<file path="src/hltc_pkg.sv">
`timescale 1ns / 1ps
// Package for the heater level and timer control core.
// Holds key codes, level codes, register indexes and stream word widths.
// No dependencies; used by the core and its checker.
package hltc_pkg;

  // Decoded key commands (codes six and seven are ignored)
  localparam logic [2:0] KEY_NONE   = 3'd0;
  localparam logic [2:0] KEY_SWITCH = 3'd1;
  localparam logic [2:0] KEY_ON     = 3'd2;
  localparam logic [2:0] KEY_OFF    = 3'd3;
  localparam logic [2:0] KEY_LOW    = 3'd4;
  localparam logic [2:0] KEY_MID    = 3'd5;

  // Heater levels
  localparam logic [1:0] LVL_OFF = 2'd0;
  localparam logic [1:0] LVL_LOW = 2'd1;
  localparam logic [1:0] LVL_MAX = 2'd2;

  // Item kinds carried on in_tuser
  localparam logic KIND_KEY  = 1'b0;
  localparam logic KIND_TICK = 1'b1;

  // Configuration register indexes
  localparam logic [2:0] REG_TIMEOUT  = 3'd0;
  localparam logic [2:0] REG_TPM      = 3'd1;
  localparam logic [2:0] REG_DUTY_OFF = 3'd2;
  localparam logic [2:0] REG_DUTY_LOW = 3'd3;
  localparam logic [2:0] REG_DUTY_MAX = 3'd4;

  // Register reset values
  localparam logic [15:0] TPM_RESET = 16'd6000;

  // Stream word widths
  localparam int IN_DATA_W  = 8;
  localparam int OUT_DATA_W = 24;

  // Maximum number of level sends in one key step
  localparam logic [1:0] SENDS_MAX = 2'd2;

endpackage

</file>
<file path="src/heater_level_timer_control_core.sv">
`timescale 1ns / 1ps
// Top level of the heater level and timer control core.
// Depends on hltc_pkg for key, level and register codes.

// Takes one word per cycle while in_tready is high and returns one result word
// for each. The word is captured in an input register, and the level, timers,
// pending-send flags and duty are updated in one pass as it moves into the
// result register, which happens whenever the result slot is free or being
// taken. The state update is combinational, which sets the rate of one word
// per clock while the output is not stalled. in_tready drops only while both
// the input and result registers hold words and the result is not being
// taken.
// cfg_ready is always high; write the registers only while no word is in
// flight.
module heater_level_timer_control_core (
  input  logic                           clk,
  input  logic                           rst_n,
  // input stream
  input  logic                           in_tvalid,
  output logic                           in_tready,
  input  logic [hltc_pkg::IN_DATA_W-1:0] in_tdata,  // [2:0] key_cmd, [3] link_ready
  input  logic                           in_tuser,  // [0] kind
  // result stream
  output logic                           out_tvalid,
  input  logic                           out_tready,
  // [1:0] heat_level, [17:2] drive_duty, [19:18] sends_issued,
  // [20] on_pending, [21] off_pending
  output logic [hltc_pkg::OUT_DATA_W-1:0] out_tdata,
  // configuration write channel
  input  logic                           cfg_valid,
  output logic                           cfg_ready,
  input  logic [2:0]                     cfg_addr,
  input  logic [15:0]                    cfg_data
);

  // configuration registers
  logic [7:0]  timeout_r;
  logic [15:0] tpm_r;
  logic [15:0] duty_off_r;
  logic [15:0] duty_low_r;
  logic [15:0] duty_max_r;

  // input stage
  logic        s1_valid_r;
  logic        s1_kind_r;
  logic [2:0]  s1_key_r;
  logic        s1_ready_r;

  // control state
  logic [1:0]  level_r,     level_nxt;
  logic [2:0]  last_key_r,  last_key_nxt;
  logic [15:0] tick_r,      tick_nxt;
  logic [7:0]  minute_r,    minute_nxt;
  logic        on_flag_r,   on_flag_nxt;
  logic        off_flag_r,  off_flag_nxt;
  logic [15:0] duty_r,      duty_nxt;
  logic [1:0]  sends_nxt;

  // result stage
  logic        out_valid_r;
  logic [1:0]  out_level_r;
  logic [15:0] out_duty_r;
  logic [1:0]  out_sends_r;
  logic        out_on_r;
  logic        out_off_r;

  logic        advance;
  logic        fire;
  logic [16:0] tick_sum;
  logic [8:0]  minute_sum;

  // pipeline moves when the result slot is free or being taken
  assign advance   = !out_valid_r || out_tready;
  assign fire      = s1_valid_r && advance;
  assign in_tready = !s1_valid_r || advance;
  assign cfg_ready = 1'b1;

  // configuration writes; unknown indexes drop
  always_ff @(posedge clk) begin
    if (!rst_n) begin
      timeout_r  <= '0;
      tpm_r      <= hltc_pkg::TPM_RESET;
      duty_off_r <= '0;
      duty_low_r <= '0;
      duty_max_r <= '0;
    end else if (cfg_valid && cfg_ready) begin
      unique case (cfg_addr)
        hltc_pkg::REG_TIMEOUT:  timeout_r  <= cfg_data[7:0];
        hltc_pkg::REG_TPM:      tpm_r      <= cfg_data;
        hltc_pkg::REG_DUTY_OFF: duty_off_r <= cfg_data;
        hltc_pkg::REG_DUTY_LOW: duty_low_r <= cfg_data;
        hltc_pkg::REG_DUTY_MAX: duty_max_r <= cfg_data;
        default: ;
      endcase
    end
  end

  // capture the input word
  always_ff @(posedge clk) begin
    if (!rst_n) begin
      s1_valid_r <= 1'b0;
    end else if (in_tready) begin
      s1_valid_r <= in_tvalid;
    end
  end

  always_ff @(posedge clk) begin
    if (in_tready && in_tvalid) begin
      s1_kind_r  <= in_tuser;
      s1_key_r   <= in_tdata[2:0];
      s1_ready_r <= in_tdata[3];
    end
  end

  // one pass over the state for the word in the input stage
  always_comb begin
    level_nxt    = level_r;
    last_key_nxt = last_key_r;
    tick_nxt     = tick_r;
    minute_nxt   = minute_r;
    on_flag_nxt  = on_flag_r;
    off_flag_nxt = off_flag_r;
    duty_nxt     = duty_r;
    sends_nxt    = 2'd0;
    tick_sum     = {1'b0, tick_r} + 17'd1;
    minute_sum   = {1'b0, minute_r} + 9'd1;

    if (s1_kind_r == hltc_pkg::KIND_TICK) begin
      // pick duty by level; an undefined level holds it
      unique case (level_r)
        hltc_pkg::LVL_OFF: duty_nxt = duty_off_r;
        hltc_pkg::LVL_LOW: duty_nxt = duty_low_r;
        hltc_pkg::LVL_MAX: duty_nxt = duty_max_r;
        default:           duty_nxt = duty_r;
      endcase
      // count ticks into minutes, saturating at the timeout
      if (level_r != hltc_pkg::LVL_OFF) begin
        if (timeout_r != 8'd0) begin
          if (tick_sum >= {1'b0, tpm_r}) begin
            tick_nxt = '0;
            if (minute_sum >= {1'b0, timeout_r}) begin
              minute_nxt = timeout_r;
            end else begin
              minute_nxt = minute_sum[7:0];
            end
          end else begin
            tick_nxt = tick_sum[15:0];
          end
        end else begin
          minute_nxt = '0;
        end
      end else begin
        tick_nxt   = '0;
        minute_nxt = '0;
      end
    end else if (s1_key_r <= hltc_pkg::KEY_MID) begin
      last_key_nxt = s1_key_r;
      // act on a new command only
      if (s1_key_r != hltc_pkg::KEY_NONE && s1_key_r != last_key_r) begin
        unique case (s1_key_r)
          hltc_pkg::KEY_SWITCH: begin
            if (level_r != hltc_pkg::LVL_OFF) begin
              level_nxt    = hltc_pkg::LVL_OFF;
              off_flag_nxt = 1'b1;
            end else begin
              level_nxt   = hltc_pkg::LVL_MAX;
              on_flag_nxt = 1'b1;
            end
          end
          hltc_pkg::KEY_ON: begin
            level_nxt   = hltc_pkg::LVL_MAX;
            on_flag_nxt = 1'b1;
          end
          hltc_pkg::KEY_OFF: begin
            level_nxt    = hltc_pkg::LVL_OFF;
            off_flag_nxt = 1'b1;
          end
          hltc_pkg::KEY_LOW: begin
            level_nxt    = hltc_pkg::LVL_LOW;
            off_flag_nxt = 1'b1;
          end
          default: begin
            level_nxt    = hltc_pkg::LVL_MAX;
            off_flag_nxt = 1'b1;
          end
        endcase
        tick_nxt   = '0;
        minute_nxt = '0;
      end
      // automatic switch-off on a key word once the timeout is reached
      if (timeout_r != 8'd0 && minute_nxt >= timeout_r) begin
        level_nxt    = hltc_pkg::LVL_OFF;
        tick_nxt     = '0;
        minute_nxt   = '0;
        off_flag_nxt = 1'b1;
      end
      // issue pending sends; link acceptance clears them
      sends_nxt = {1'b0, on_flag_nxt} + {1'b0, off_flag_nxt};
      if (s1_ready_r) begin
        on_flag_nxt  = 1'b0;
        off_flag_nxt = 1'b0;
      end
    end
  end

  // commit state as the word leaves the input stage
  always_ff @(posedge clk) begin
    if (!rst_n) begin
      level_r    <= hltc_pkg::LVL_OFF;
      last_key_r <= hltc_pkg::KEY_NONE;
      tick_r     <= '0;
      minute_r   <= '0;
      on_flag_r  <= 1'b0;
      off_flag_r <= 1'b0;
      duty_r     <= '0;
    end else if (fire) begin
      level_r    <= level_nxt;
      last_key_r <= last_key_nxt;
      tick_r     <= tick_nxt;
      minute_r   <= minute_nxt;
      on_flag_r  <= on_flag_nxt;
      off_flag_r <= off_flag_nxt;
      duty_r     <= duty_nxt;
    end
  end

  // result register
  always_ff @(posedge clk) begin
    if (!rst_n) begin
      out_valid_r <= 1'b0;
    end else if (advance) begin
      out_valid_r <= s1_valid_r;
    end
  end

  always_ff @(posedge clk) begin
    if (fire) begin
      out_level_r <= level_nxt;
      out_duty_r  <= duty_nxt;
      out_sends_r <= sends_nxt;
      out_on_r    <= on_flag_nxt;
      out_off_r   <= off_flag_nxt;
    end
  end

  assign out_tvalid = out_valid_r;
  assign out_tdata  = {2'b00, out_off_r, out_on_r, out_sends_r, out_duty_r, out_level_r};

endmodule

</file>
<file path="config.mk">
export PLATFORM = sky130hd
export DESIGN_NAME = heater_level_timer_control_core
export DESIGN_NICKNAME = d
export VERILOG_FILES = /design/src/hltc_pkg.sv /design/src/heater_level_timer_control_core.sv
export SDC_FILE = /design/constraint.sdc
export NUM_CORES = 1
export LEC_CHECK = 0
export ABC_AREA = 1
export BUFFER_PORTS_ARGS = -buffer_cell sky130_fd_sc_hd__buf_4
export CORE_ASPECT_RATIO = 1.25
export CORE_MARGIN = 5
export CORE_UTILIZATION = 44
export CTS_CLUSTER_DIAMETER = 150
export CTS_CLUSTER_SIZE = 40
export DETAILED_ROUTE_END_ITERATION = 7
export GPL_ROUTABILITY_DRIVEN = 0
export GPL_TIMING_DRIVEN = 1
export SETUP_SLACK_MARGIN = 0.5
export SLEW_MARGIN = 20
export SYNTH_ARGS = -nofsm -noshare
export SYNTH_HDL_FRONTEND = slang
export SYNTH_SLANG_ARGS = --single-unit
</file>
<file path="constraint.sdc">
create_clock -name clk -period 3.7 [get_ports clk]
set_clock_uncertainty 0.1 [all_clocks]
set_input_delay 0.555 -clock clk [delete_from_list [all_inputs] [get_ports clk]]
set_output_delay 0.555 -clock clk [all_outputs]
set_load 0.02 [all_outputs]
</file>
==> results.json <==
{
  "outcome": "finished clean",
  "ys_warn_count": 0,
  "period_share": 0.806,
  "die_h_um": 155,
  "seq_area_frac_synth": 0.436,
  "clockRootBuffer": "clkbuf_16",
  "finalHoldViolations": 0,
  "grt_first_pass_wirelength_mm": 27.9,
  "diodes": 0,
  "synth_ff_type": "dfxtp_1",
  "seq_power_share": 0.449,
  "tns_ps": 0,
  "place_area_um2": 7980,
  "synthDistinctLibCells": 40,
  "clock_sinks": 148,
  "synth_edf_count": 27,
  "vias_per_cell": 5.00,
  "drive_gt1_frac": 0.149,
  "finalSetupViolCount": 0,
  "port_buffers": 52,
  "initial_core_util": 0.444,
  "cts_buffer_depth": 2,
  "wl_mm": 17.3,
  "max_slew_margin": 0.347,
  "syn_area_um2": 7420,
  "drc": 0,
  "die_w_um": 126,
  "holdBufCountCts": 0,
  "cts_tree": "done",
  "maxSlewViolCount": 0,
  "vdd_drop_max_v": 0.000370,
  "ios": 60,
  "final_cells": 1240,
  "dpl.hpwl_mm": 12.0,
  "grt_pass1_vias": 5634,
  "pwr-share-clk": 0.442,
  "timing.hold.ws_ps": 207,
  "end_kind": "flop",
  "synthCells": 961,
  "maxCapViolCount": 0,
  "vias": 6194,
  "worst_pin_slew_ps": 980,
  "swShare": 0.262,
  "p_comb_frac": 0.108,
  "async_flop_share": 0,
  "clock_latency_ps": 430,
  "cts_buffers": 17,
  "p_per_area_nw_per_um2": 446,
  "cp-start-kind": "flop",
  "p_sw_uw": 1020,
  "antenna_found_initial": 0,
  "drt_iter0_drc": 365,
  "h-tree-depth": 4,
  "finalPower_uw": 3880,
  "die_area_um2": 19600,
  "fin_area_um2": 8690,
  "worst_ep_required_time_ps": 3880,
  "fmaxAchievable_ghz": 0.335,
  "clk_pin_slew_ps": 60,
  "nets": 1075,
  "dr.pass1.iters": 5,
  "worstPathMaxFanout": 5,
  "min_path_type": "in -> reg",
  "grtUsageTotal": 0.177,
  "core_um2": 16700,
  "avgSynthCellArea_um2": 7.72,
  "critPathKind": "reg -> reg",
  "placed_cells": 1203,
  "rows": 53,
  "leakagePower_uw": 0.00368,
  "rsz0062_at_grt": "no",
  "drtAntennaViolNets": 0,
  "syn_to_final_growth_pct": 17.1,
  "intPower_uw": 2860,
  "wl_per_cell_um": 13.9,
  "grt_max_degree": 68,
  "overflow": 0,
  "min_period_ps": 2980,
  "ys_ff_latch": 148,
  "cp.arrival_ps": 3160
}
final cells by class:
class,count,area [µm²]
Clock buffer,18,429
Clock inverter,14,155
Fill cell,1610,8020
Inverter,127,477
Multi-Input combinational cell,646,3600
Sequential cell,148,3240
Tap cell,220,275
Timing Repair Buffer,67,515
power groups by stage:
stage	clock (µW)	sequential [µW]	combinational, µW
2_1_floorplan	0	1790	261
3_3_place_gp	0	1780	408
3_5_place_dp	0	1780	411
4_1_cts	1750	1740	417
5_1_grt	1820	1750	470
6_report	1720	1740	421
stage by stage:
step / util / setup slack [ps]
after floorplan: - / 894
after global placement: 0.477 / 434
after detailed placement: 0.477 / 359
after CTS: 0.514 / 513
after global routing: 0.520 / 501
final: 0.520 / 717
cell usage in the layout (no fill, tap or decap), types with 3 or more instances in the layout:
master      netlist  routed
conb_1            2       3
a21oi_2           7       9
xnor2_1           5       5
clkinv_4          0       3
dfxtp_1         121     119
o21ai_1           7       8
nand3_2          10      11
nand3_1          27      25
o21ai_0         124     123
nand2_1         141     140
edfxtp_1         27      27
nor2_4            6       6
nor3_1            3       3
nand2_2           5       4
inv_2             5       7
buf_4             5      66
a21oi_1          87      85
nor2_1          117     116
inv_1           121     120
xor2_1           14      13
ha_1             35      33
clkinvlp_4        0       4
o22a_1           16      16
clkbuf_16         0      17
o211ai_1          8       8
nor2_2            3       4
nand4_1          15      15
worst paths after layout:
path	start	endpoint	slack (ps)	cells past startpoint
max	tick_r[0]$_SDFFE_PN0P_	tick_r[4]$_SDFFE_PN0P_	720	19
max reg2reg	tick_r[0]$_SDFFE_PN0P_	tick_r[4]$_SDFFE_PN0P_	720	19
min reg2reg	duty_max_r[3]$_SDFFE_PN0P_	duty_max_r[3]$_SDFFE_PN0P_	350	2
min	in_tdata[3]	s1_ready_r$_DFFE_PP_	210	1
worst max-delay path, cell delays in order, from the launching register on:
cell	delay, ps
dfxtp_4	380
ha_4	150
nand2_2	70
nor2_4	200
nand2_4	90
nor3b_4	280
nand2_1	110
xor2_1	160
inv_2	80
ha_4	280
nand2_1	50
nor2_1	80
nand2_1	50
o21ai_1	130
nand2_1	100
nand3_2	130
nor2_4	70
buf_4	150
nand3_1	90
a21oi_1	60
routing by layer:
metal,vias up,global-route usage,routed length (µm)
met5,-,0,0
met4,0,0.0741,347
met3,29,0.0350,644
met2,108,0.286,7980
met1,2795,0.233,8290
li1,3262,-,-
what timing repair did:
| item | 4_1_cts | 5_1_grt |
|---|---|---|
| setup buffers | 2 | 3 |
| gates cloned | 0 | 0 |
| gates resized for setup | 2 | 17 |
| endpoints found under the setup margin | 24 | 24 |
| pin swaps | 1 | 6 |
synth_stat cells (2+ instances only):
cell type | count | share of area
nand2_1 | 141 | 0.071
o21ai_0 | 124 | 0.084
dfxtp_1 | 121 | 0.33
inv_1 | 121 | 0.061
nor2_1 | 117 | 0.059
a21oi_1 | 87 | 0.059
ha_1 | 35 | 0.059
clkbuf_1 | 30 | 0.015
edfxtp_1 | 27 | 0.11
nand3_1 | 27 | 0.018
o22a_1 | 16 | 0.019
nand4_1 | 15 | 0.013
xor2_1 | 14 | 0.017
nand3_2 | 10 | 0.013
o211ai_1 | 8 | 0.0081
a21oi_2 | 7 | 0.0083
o21ai_1 | 7 | 0.0047
nor2_4 | 6 | 0.0091
buf_4 | 5 | 0.0051
inv_2 | 5 | 0.0025
nand2_2 | 5 | 0.0042
xnor2_1 | 5 | 0.0059
nor2_2 | 3 | 0.0025
nor3_1 | 3 | 0.0020
buf_1 | 2 | 0.0010
buf_2 | 2 | 0.0013
buf_6 | 2 | 0.0030
conb_1 | 2 | 0.0010
o21a_1 | 2 | 0.0020
or2_1 | 2 | 0.0017
sequential cells by signal, indices dropped and copies added (netlist names), 2 cells and up:
signal	flops
out_level_r	2
minute_r	8
level_r	2
tick_r	16
out_sends_r	2
duty_low_r	16
last_key_r	3
timeout_r	8
out_duty_r	16
duty_r	16
duty_max_r	16
duty_off_r	16
tpm_r	16
s1_key_r	3
kinds of logic (layout without fill, tap and decap cells):
logic type / after synthesis / after routing / synth area share
and+or+nand+nor: 333 / 333 / 0.201
AOI/OAI and AO/OA: 256 / 256 / 0.191
buffers and inverters: 168 / 226 / 0.0899
DFF: 148 / 148 / 0.436
adders and majority gates: 35 / 35 / 0.0590
xor gates and xnor gates: 19 / 19 / 0.0224
other: 2 / 3 / 0.00101
Note: power is estimated with default switching activity, not from simulation.
